**src/hw/rtl/dtl_pkg.sv**
```systemverilog
`timescale 1ns / 1ps
// ----------------------------------------------------------------------------
// dtl_pkg: shared types and constants for the device table
// Table geometry, the search request passed along the cell chain, and the
// write request broadcast back to the cells.
// ----------------------------------------------------------------------------
package dtl_pkg;

  localparam int TABLE_ENTRIES = 16;
  localparam int IDX_W   = (TABLE_ENTRIES > 1) ? $clog2(TABLE_ENTRIES) : 1;
  localparam int FILL_W  = $clog2(TABLE_ENTRIES + 1);
  localparam int ADDR_W  = 48;
  localparam int STR_W   = 8;
  localparam int COUNT_W = 16;
  localparam int SLOT_W  = 4;
  localparam int USE_W   = 5;

  localparam logic [COUNT_W-1:0] COUNT_MAX = '1;
  localparam logic [COUNT_W-1:0] COUNT_ONE = COUNT_W'(1);

  // Controller states
  typedef enum logic [1:0] {
    S_IDLE,
    S_SEARCH,
    S_FINISH
  } state_t;

  // Search request moving one cell per cycle
  typedef struct packed {
    logic               valid;
    logic [ADDR_W-1:0]  addr;
    logic               hit;
    logic [IDX_W-1:0]   hit_idx;
    logic [COUNT_W-1:0] hit_count;
    logic [COUNT_W-1:0] min_count;
    logic [IDX_W-1:0]   min_idx;
  } token_t;

  // Entry update broadcast to all cells
  typedef struct packed {
    logic               en;
    logic [IDX_W-1:0]   idx;
    logic [ADDR_W-1:0]  addr;
    logic [STR_W-1:0]   strength;
    logic [COUNT_W-1:0] count;
  } wr_t;

  // Entry index as reported on the slot field (modulo 16)
  function automatic logic [SLOT_W-1:0] slot_of(input logic [IDX_W-1:0] idx);
    logic [31:0] wide;
    wide = 32'(idx);
    return wide[SLOT_W-1:0];
  endfunction

  // Fill level as reported on the entries field (modulo 32)
  function automatic logic [USE_W-1:0] use_of(input logic [FILL_W-1:0] fill);
    logic [31:0] wide;
    wide = 32'(fill);
    return wide[USE_W-1:0];
  endfunction

endpackage

```
**src/hw/rtl/device_table_lfu_update.sv**
```systemverilog
`timescale 1ns / 1ps
// ----------------------------------------------------------------------------
// device_table_lfu_update: device table with least-frequently-used replacement
// Search path: one register per cell of the search chain, the first loaded
// as the request is accepted, then a capture of the finished search, then
// the table update and the result register.
// A new request is taken only once the previous one is finished, which a
// stalled result holds off; the chain carries one search at a time and the
// table update must land before the next.
// Reset clears the fill level and all handshake state; entry contents are
// left as they are, and a hit is only taken below the fill level.
// ----------------------------------------------------------------------------
module device_table_lfu_update (
  input  logic                        clk,
  input  logic                        rst,
  input  logic                        in_valid,
  output logic                        in_stall,
  input  logic [dtl_pkg::ADDR_W-1:0]  device_address,
  input  logic signed [dtl_pkg::STR_W-1:0] signal_strength,
  output logic                        out_valid,
  input  logic                        out_stall,
  output logic                        was_known,
  output logic [dtl_pkg::SLOT_W-1:0]  slot,
  output logic [dtl_pkg::COUNT_W-1:0] occurrence_count,
  output logic                        evicted,
  output logic [dtl_pkg::USE_W-1:0]   entries_in_use
);
  import dtl_pkg::*;

  state_t             state;
  state_t             state_next;
  logic [FILL_W-1:0]  fill_level;
  logic [FILL_W-1:0]  fill_level_next;
  logic [STR_W-1:0]   req_strength;
  token_t             pend;
  token_t             chain [TABLE_ENTRIES+1];
  logic [TABLE_ENTRIES-1:0] filled;
  wr_t                wr;
  logic               accept;
  logic               finish;
  logic               out_free;
  logic [IDX_W-1:0]   where;
  logic [COUNT_W-1:0] new_count;
  logic               new_evict;

  assign accept   = in_valid && !in_stall;
  assign out_free = !out_valid || !out_stall;

  // Search request injected at the head of the chain
  always_comb begin
    chain[0].valid     = accept;
    chain[0].addr      = device_address;
    chain[0].hit       = 1'b0;
    chain[0].hit_idx   = '0;
    chain[0].hit_count = '0;
    chain[0].min_count = COUNT_MAX;
    chain[0].min_idx   = '0;
  end

  // Cell chain
  for (genvar i = 0; i < TABLE_ENTRIES; i++) begin : g_cell
    assign filled[i] = (FILL_W'(i) < fill_level);
    dtl_cell u_cell (
      .clk      (clk),
      .rst      (rst),
      .cell_idx (IDX_W'(i)),
      .filled   (filled[i]),
      .tok_in   (chain[i]),
      .tok_out  (chain[i+1]),
      .wr       (wr)
    );
  end

  // Next state
  always_comb begin
    state_next = state;
    unique case (state)
      S_IDLE:   if (accept) state_next = S_SEARCH;
      S_SEARCH: if (chain[TABLE_ENTRIES].valid) state_next = S_FINISH;
      S_FINISH: if (out_free) state_next = S_IDLE;
      default:  state_next = S_IDLE;
    endcase
  end

  // State outputs
  always_comb begin
    in_stall = 1'b1;
    finish   = 1'b0;
    unique case (state)
      S_IDLE:   in_stall = 1'b0;
      S_SEARCH: in_stall = 1'b1;
      S_FINISH: finish   = out_free;
      default:  in_stall = 1'b1;
    endcase
  end

  // Placement decision from the finished search
  always_comb begin
    fill_level_next = fill_level;
    new_evict       = 1'b0;
    new_count       = COUNT_ONE;
    if (pend.hit) begin
      where     = pend.hit_idx;
      new_count = pend.hit_count;
    end else if (fill_level == FILL_W'(TABLE_ENTRIES)) begin
      where     = pend.min_idx;
      new_evict = 1'b1;
    end else begin
      where           = IDX_W'(fill_level);
      fill_level_next = FILL_W'(fill_level + 1'b1);
    end
  end

  // Update broadcast to the cells
  always_comb begin
    wr.en       = finish;
    wr.idx      = where;
    wr.addr     = pend.addr;
    wr.strength = req_strength;
    wr.count    = new_count;
  end

  // Control registers
  always_ff @(posedge clk) begin
    if (rst) begin
      state      <= S_IDLE;
      fill_level <= '0;
      out_valid  <= 1'b0;
    end else begin
      state <= state_next;
      if (finish) begin
        fill_level <= fill_level_next;
        out_valid  <= 1'b1;
      end else if (!out_stall) begin
        out_valid <= 1'b0;
      end
    end
  end

  // Request and search capture, result register
  always_ff @(posedge clk) begin
    if (accept) begin
      req_strength <= signal_strength;
    end
    if (chain[TABLE_ENTRIES].valid) begin
      pend <= chain[TABLE_ENTRIES];
    end
    if (finish) begin
      was_known        <= pend.hit;
      slot             <= slot_of(where);
      occurrence_count <= new_count;
      evicted          <= new_evict;
      entries_in_use   <= use_of(fill_level_next);
    end
  end

  // Checks
  a_chain_only_searching: assert property (@(posedge clk) disable iff (rst)
    chain[TABLE_ENTRIES].valid |-> state == S_SEARCH)
    else $error("search left the chain outside of a search");

  a_accept_starts_search: assert property (@(posedge clk) disable iff (rst)
    accept |=> state == S_SEARCH)
    else $error("accepted request did not start a search");

  a_fill_bounded: assert property (@(posedge clk) disable iff (rst)
    fill_level <= FILL_W'(TABLE_ENTRIES))
    else $error("fill level beyond table size");

  a_new_entry_count: assert property (@(posedge clk) disable iff (rst)
    finish && !pend.hit |-> new_count == COUNT_ONE)
    else $error("new entry placed with count other than one");

  a_evict_when_full: assert property (@(posedge clk) disable iff (rst)
    finish && new_evict |-> fill_level == FILL_W'(TABLE_ENTRIES))
    else $error("eviction while table has room");

endmodule

```
**src/hw/rtl/dtl_cell.sv**
```systemverilog
`timescale 1ns / 1ps
// ----------------------------------------------------------------------------
// dtl_cell: one table entry of the device table
// Holds address, strength and count of one entry. Compares the passing
// search request against its entry, folds in the hit and the running
// minimum count, and registers the request toward the next cell.
// ----------------------------------------------------------------------------
module dtl_cell (
  input  logic                      clk,
  input  logic                      rst,
  input  logic [dtl_pkg::IDX_W-1:0] cell_idx,
  input  logic                      filled,
  input  dtl_pkg::token_t           tok_in,
  output dtl_pkg::token_t           tok_out,
  input  dtl_pkg::wr_t              wr
);
  import dtl_pkg::*;

  logic [ADDR_W-1:0]  entry_addr;
  logic [STR_W-1:0]   entry_strength;
  logic [COUNT_W-1:0] entry_count;
  token_t             tok_next;

  // Entry storage, written by the broadcast update
  always_ff @(posedge clk) begin
    if (wr.en && wr.idx == cell_idx) begin
      entry_addr     <= wr.addr;
      entry_strength <= wr.strength;
      entry_count    <= wr.count;
    end
  end

  // Compare and fold into the passing request
  always_comb begin
    tok_next = tok_in;
    if (!tok_in.hit && filled && entry_addr == tok_in.addr) begin
      tok_next.hit       = 1'b1;
      tok_next.hit_idx   = cell_idx;
      tok_next.hit_count = (entry_count == COUNT_MAX) ? entry_count
                                                      : entry_count + COUNT_ONE;
    end
    // strict compare keeps the lowest index on a tie
    if (entry_count < tok_in.min_count) begin
      tok_next.min_count = entry_count;
      tok_next.min_idx   = cell_idx;
    end
  end

  // Hand off to the neighbor
  always_ff @(posedge clk) begin
    if (rst) begin
      tok_out.valid <= 1'b0;
    end else begin
      tok_out.valid <= tok_in.valid;
    end
    tok_out.addr      <= tok_next.addr;
    tok_out.hit       <= tok_next.hit;
    tok_out.hit_idx   <= tok_next.hit_idx;
    tok_out.hit_count <= tok_next.hit_count;
    tok_out.min_count <= tok_next.min_count;
    tok_out.min_idx   <= tok_next.min_idx;
  end

endmodule
```
**config.mk**
```make
export PLATFORM = sky130hd
export DESIGN_NAME = device_table_lfu_update
export DESIGN_NICKNAME = d
export VERILOG_FILES = /design/src/hw/rtl/dtl_pkg.sv /design/src/hw/rtl/device_table_lfu_update.sv /design/src/hw/rtl/dtl_cell.sv
export SDC_FILE = /design/constraint.sdc
export NUM_CORES = 2
export LEC_CHECK = 0
export BUFFER_PORTS_ARGS = -buffer_cell sky130_fd_sc_hd__buf_2
export CAP_MARGIN = 20
export CORE_UTILIZATION = 37
export DETAILED_ROUTE_END_ITERATION = 10
export PLACE_DENSITY = 0.58
export SLEW_MARGIN = 20
export SYNTH_ARGS = -nofsm -noshare
export SYNTH_HDL_FRONTEND = slang
export SYNTH_SLANG_ARGS = --single-unit
```
**constraint.sdc**
```tcl
create_clock -name clk -period 8.54 [get_ports clk]
set_input_delay 2.562 -clock clk [delete_from_list [all_inputs] [get_ports clk]]
set_output_delay 2.562 -clock clk [all_outputs]
set_load 0.05 [all_outputs]
```
---- After elaboration in Yosys (flattened, before gate mapping) ----
Cells that the tools add are included.
word-level totals
  input port bits ......................... 60
  output and inout bits ................... 29
  word-level logic and storage cells ...... 387
  bits in registers ....................... 2552
operators by class
  add/subtract/negate cells ............... 17
  reductions and logical operators ........ 69
  equality and inequality tests ........... 54
  mux-type cells .......................... 60
  order comparisons ....................... 32
operator list
  kind                                                                         number
  48-bit equality test                                                         16
  16-bit 2-to-1 mux                                                            32
  20-bit 2-to-1 mux                                                            14
  16-bit by 1-bit adder with 16-bit output, second input constant              16
  16-bit equality test, second input constant                                  16
  16-bit less-than comparator                                                  15
  1-bit logical AND                                                            48
  4-bit by 5-bit less-than comparator with 1-bit output, first input constant  8
  4-bit equality test, second input constant                                   8
  21-bit 2-to-1 mux                                                            1
  3-bit by 5-bit less-than comparator with 1-bit output, first input constant  4
  1-bit logical NOT                                                            17
  4-bit by 3-bit equality test with 1-bit output, second input constant        4
  16-bit less-than comparator, second input constant                           1
  1-bit by 5-bit less-than comparator with 1-bit output, first input constant  2
  2-bit by 5-bit less-than comparator with 1-bit output, first input constant  2
  5-bit 2-to-1 mux                                                             2
  4-bit by 2-bit equality test with 1-bit output, second input constant        2
  4-bit 2-to-1 mux                                                             2
  2-bit 2-to-1 mux                                                             3
  2-bit case mux with 3 select lines                                           1
  5-bit by 1-bit adder with 5-bit output, second input constant                1
  5-bit equality test, second input constant                                   1
  1-bit 2-to-1 mux                                                             5
  other kinds (9)                                                              11

---- Longest topological paths before layout ----
  word-level depth ........................ 5
  gate-level depth with buffers ........... 9
  depth with buffers taken out ............ 8

---- Cells and area by module ----
Synthesis repeated with hierarchy kept, for this count alone.
unflattened totals
  cell total of the unflattened synthesis .. 6287
  area total of the unflattened synthesis .. 91701.7 sq um
modules (own cells, without submodules)
  module                            instances  sequential area each (sq um)  area each (sq um)  cells each
  dtl_cell at g_cell[0].u_cell ...  13         3723.6                        5470.2             379
  dtl_cell at g_cell[7].u_cell ...  3          3723.6                        5489.0             377
  device_table_lfu_update           1          3403.3                        4121.5             229

---- Least setup slack after synthesis ----
No wires, ideal clock.
  path kind ............................... input port to flip-flop
  from .................................... input port out_stall
  to ...................................... register g_cell[13].u_cell.entry_addr[0] (enable)
  setup slack ............................. 0.614 ns
  required time ........................... 8.054 ns
  path buffers ............................ 0
  setup time .............................. 0.486 ns
  arrival time ............................ 7.440 ns
  stages .................................. 3
  cells stage by stage .................... a21oi_1 nand3_1 nor2_1
between the ends
  cells in the longest elaborated chain, start to end .. 4
RTL lines
  item                    RTL line                       text
  start: declaration      device_table_lfu_update.sv:21  input logic out_stall,
  1-bit logical NOT       --
  1-bit logical OR        device_table_lfu_update.sv:47  assign out_free = !out_valid || !out_stall;
  1-bit 2-to-1 mux        device_table_lfu_update.sv:89  unique case (state)
  1-bit logical AND       dtl_cell.sv:26                 if (wr.en && wr.idx == cell_idx) begin
  end signal: assignment  dtl_cell.sv:27                 entry_addr <= wr.addr;
  end: declaration        dtl_cell.sv:19                 logic [ADDR_W-1:0] entry_addr;
Every way passes these cells.
A chain may end at the register's enable or synchronous reset.

==> results.md <==
- In this run, distinct cell masters in the synthesized netlist total 72.
- The part of the cycle the worst path needs is 55.88%.
- The share of flip-flops with an asynchronous set or reset after synthesis is 0%.
- The sum of negative setup slack is 0 ns.
- The met1 layer usage reported by global route is 26.44%.
- At the later pin of the worst-skew pair, clock insertion delay measures 0.88 ns.
- Dividing the synthesized area by the synthesized cell count gives 14.44 um^2.
- The growth of design area from synthesis to finish is 14.98%.
- Summing all non-filler instances in the final layout gives an area of 0.1019 mm^2.
- The largest buffer count on any clock path is 3.
- For met2 alone, demand over resource in global routing was 30.60%.
- The flow ran to the end, but the final reports show violations.
- The pin count of the biggest net entering global routing is 65.
- The number of standard cells in the final layout excluding fillers is 9874.
- The number of DRC markers after the initial detailed-route iteration is 3795.
- Setup slack on the worst reg-to-reg path comes out at 3.77 ns.
- STA puts the critical path data required time at 9.02 ns.
- The vias after detailed routing is 48600.
- The number of enable flip-flop cells after synthesis is 1124.
- In the post-synthesis netlist, the biggest area contributors are edfxtp_1 (38%), dfxtp_1 (32%), mux2_2 (5.5%).
- Dividing total power by cell area gives a power density of 234.4 mW/mm^2.
- Counting I/O delays and the setup requirement, the final critical path takes 4.772 ns.
- The area of the die is 0.2416 mm^2.
- The post-synth net total is 6445.
- The number of global-route vias before repair is 48210.
- Based on the critical path, the design can be clocked at up to 0.2096 GHz.
- Dividing the detail-routed via count by the number of cells gives 4.922.
- The area taken by flip-flops and latches is 0.06182 mm^2.
- The die is 491.5 um wide.
- The layout has 21360 filler cells.
- After detailed routing, the average wire length per cell comes to 23.47 um.
- The area occupied by multi-input gates is 0.02557 mm^2.
- The remaining number of nets flagged by the antenna check after routing is 0.
- The mapped netlist covers 0.08866 mm^2.
- Global routing used 18.98% of the available tracks across all layers.
- Counting cells, the worst reg-to-reg path comes to 8.
- STA classifies the critical path endpoint as a flip-flop.
- The floorplan has 179 rows.
- The checks that failed: DRC.
- The number of buffer cells added on primary ports is 80.
- After global routing, the most crowded layer is met2.
- The kind of start point of the critical path is a flip-flop.
- After detailed placement, the design holds a cell count of 9401.
- The type of the most critical hold path is flip-flop to flip-flop.
- Setup repair after global routing left no endpoint under its margin.
- The floorplan step defined a core boundary enclosing 0.2381 mm^2.
- The final-report setup violation count is 0.
- The global routing usage on met3 is 2.847%.
- The peak supply drop is 167.0 uV.
- The number of hold buffers added after cts is 0.
- The first global-routing pass estimated 333.1 mm of wire.
- Summed over all layers, the global routing overflow is 0.
- The library cell used most frequently in the layout, excluding fill and tap cells, is dfxtp_1.
- The number of pins exceeding their max-slew limit in the final report is 0.
- The clock tree from TritonCTS is yes.
- The number of failing hold endpoints at the final stage came to 0.
- The root buffer selected by CTS is clkbuf_16.
- By startpoint and endpoint, the worst setup path is classified as flip-flop to flip-flop.
- The clock slew at the register clock pins of the worst setup and hold paths is 0.07 ns.
- In the routed design, unresolved DRC markers number 20.
- The overall die height is 491.5 um.
- The initial antenna violation count was 24.
- Timing analysis after detailed placement gives a worst setup slack of 2.652 ns.
- In this run the tightest slew margin relative to its limit is 21.73%.
- The initial utilization of the core area, before any placement, comes to 37.24%.
- Synthesis inferred 2526 register bits.
- The final-stage net count is 6783.
- The number of H-tree branching levels is 4.
- The top cell types in the final layout, fill and taps aside, are dfxtp_1 (1401), edfxtp_1 (1124), xnor2_1 (503).
- Counting every sink on the clock net gives 2526.
- Max-cap violations in this run came to 0.
- The arrival time reported for the critical path endpoint is 5.25 ns.
- Of all nets on the critical path, the largest fanout is 46.
- The CTS buffer count is 241.
- The total wire length after detailed routing is 231.8 mm.
- The worst setup margin is 3.768 ns.
- The synthesized design devotes to its leading area cell type 38.07% of total area.
- The leakage power figure is 37.55 nW.
- The share of final-layout standard cells stronger than drive strength 1 is 16.30%.
- The post-cts gate resize count is 0.
- The placed cell area is 0.09374 mm^2.
- The commonest register cell after synthesis is dfxtp_1.
- For the pin with the worst max-slew slack, the measured transition is 1.174 ns.
- The number of search-and-repair iterations in the first detailed-routing pass is 11.
- The cell count after synthesis came out at 6142.
- The total I/O pin count is 89.
- After clock tree synthesis, the setup repair step added 0 buffers.
- The Yosys step of the flow raised 0 warnings.
- Once detailed placement completed, the half-perimeter wirelength came to 167.1 mm.
- The cell count of the worst hold path is 0.
- The most area-hungry cell type in the Yosys netlist is edfxtp_1.
- After synthesis, flip-flops and latches occupy 69.72% of the total area.
- At the end of routability-driven placement, the weighted congestion stood at 0.8801.
- The worst clock skew is 0.05466 ns.
report_power, final:
part           switching (mW)  internal [mW]  leakage [nW]
registers               0.198           12.7          21.9
logic                   0.118          0.120          11.6
clock network            4.63           6.12          3.97
per-stage QoR:
step	hold slack (ns)	total power, mW	util [%]
after global routing	0.3240	24.61	42.81
after CTS	0.3186	24.08	42.79
after floorplan	0.3308	13.23	-
after detailed placement	0.3403	13.41	39.37
final	0.3339	23.90	42.82
after global placement	0.3390	13.41	39.35
cell usage after synthesis, types with 5 or more instances:
library cell	number
xor2_1	386
and4_1	18
clkbuf_1	80
a211o_1	7
nor2_1	165
dfxtp_1	1402
nand3_1	135
and2_1	49
or4_1	9
a221o_1	5
edfxtp_1	1124
nand4_1	219
and3_1	28
nand2_1	198
a41oi_1	9
o211ai_1	7
nor4_1	119
o21a_1	8
a31oi_1	37
mux2i_1	31
mux2_4	8
ha_1	243
nor3_1	75
a221oi_1	5
a21oi_1	111
nor3b_1	7
buf_1	7
nor2b_1	37
a22o_1	5
nand2b_1	82
o21ai_0	56
or3_1	8
a2111oi_0	10
inv_1	323
mux2_2	436
or2_2	31
a211oi_1	19
o41ai_2	5
o31a_1	7
o22ai_1	22
or3b_2	7
a21o_1	48
nor4b_1	9
xnor2_1	503
flip-flops by register name, summed over array words and instances, names as in the netlist:
register,count
g_cell.u_cell.tok_out,1394
fill_level,5
was_known,1
slot,4
evicted,1
g_cell.u_cell.entry_count,256
pend,73
entries_in_use,5
out_valid,1
occurrence_count,16
g_cell.u_cell.entry_addr,768
state,2
path summary, 6_finish.rpt:
path,from,end
min reg2reg,g_cell[14].u_cell.tok_out[42],g_cell[15].u_cell.tok_out[42]
min,g_cell[14].u_cell.tok_out[42],g_cell[15].u_cell.tok_out[42]
max reg2reg,fill_level[1],g_cell[13].u_cell.entry_addr[24]
max,fill_level[1],g_cell[13].u_cell.entry_addr[24]
worst max-delay path: stages (launching register included):
cell	delay (ns)
dfxtp_1	0.61
inv_1	0.27
ha_1	0.17
nor4bb_2	0.71
a21oi_1	0.14
o21ai_0	0.57
nand3_1	0.46
nor2_4	0.72
buf_4	0.66
cells by family (layout without fill, tap and decap cells):
logic type	Yosys count	count (layout)	share of synthesized area, %
AOI/OAI and AO/OA	385	385	2.868
xor gates and xnor gates	889	889	8.782
adders and majority gates	243	243	3.429
buffers and inverters	412	971	1.758
DFF	2526	2526	69.72
muxes	475	475	6.023
other	0	6	0
and+or+nand+nor	1212	1212	7.417
metal layers:
layer | vias up | share of wire [%]
met5 | - | 0
li1 | 22600 | -
met1 | 24180 | 46
met3 | 346 | 5.7
met2 | 1468 | 46
met4 | 0 | 2.6
final cells by class:
cell class / instances / share of cell area, %
clock buffer: 349 / 6.744
inverter: 323 / 1.189
sequential: 2526 / 60.65
clock inverter: 115 / 1.221
antenna: 6 / 0.01473
timing repair buffer: 184 / 1.218
tap: 3167 / 3.887
multi-input combinational: 3204 / 25.08
Power figures use the tool's default switching activity.
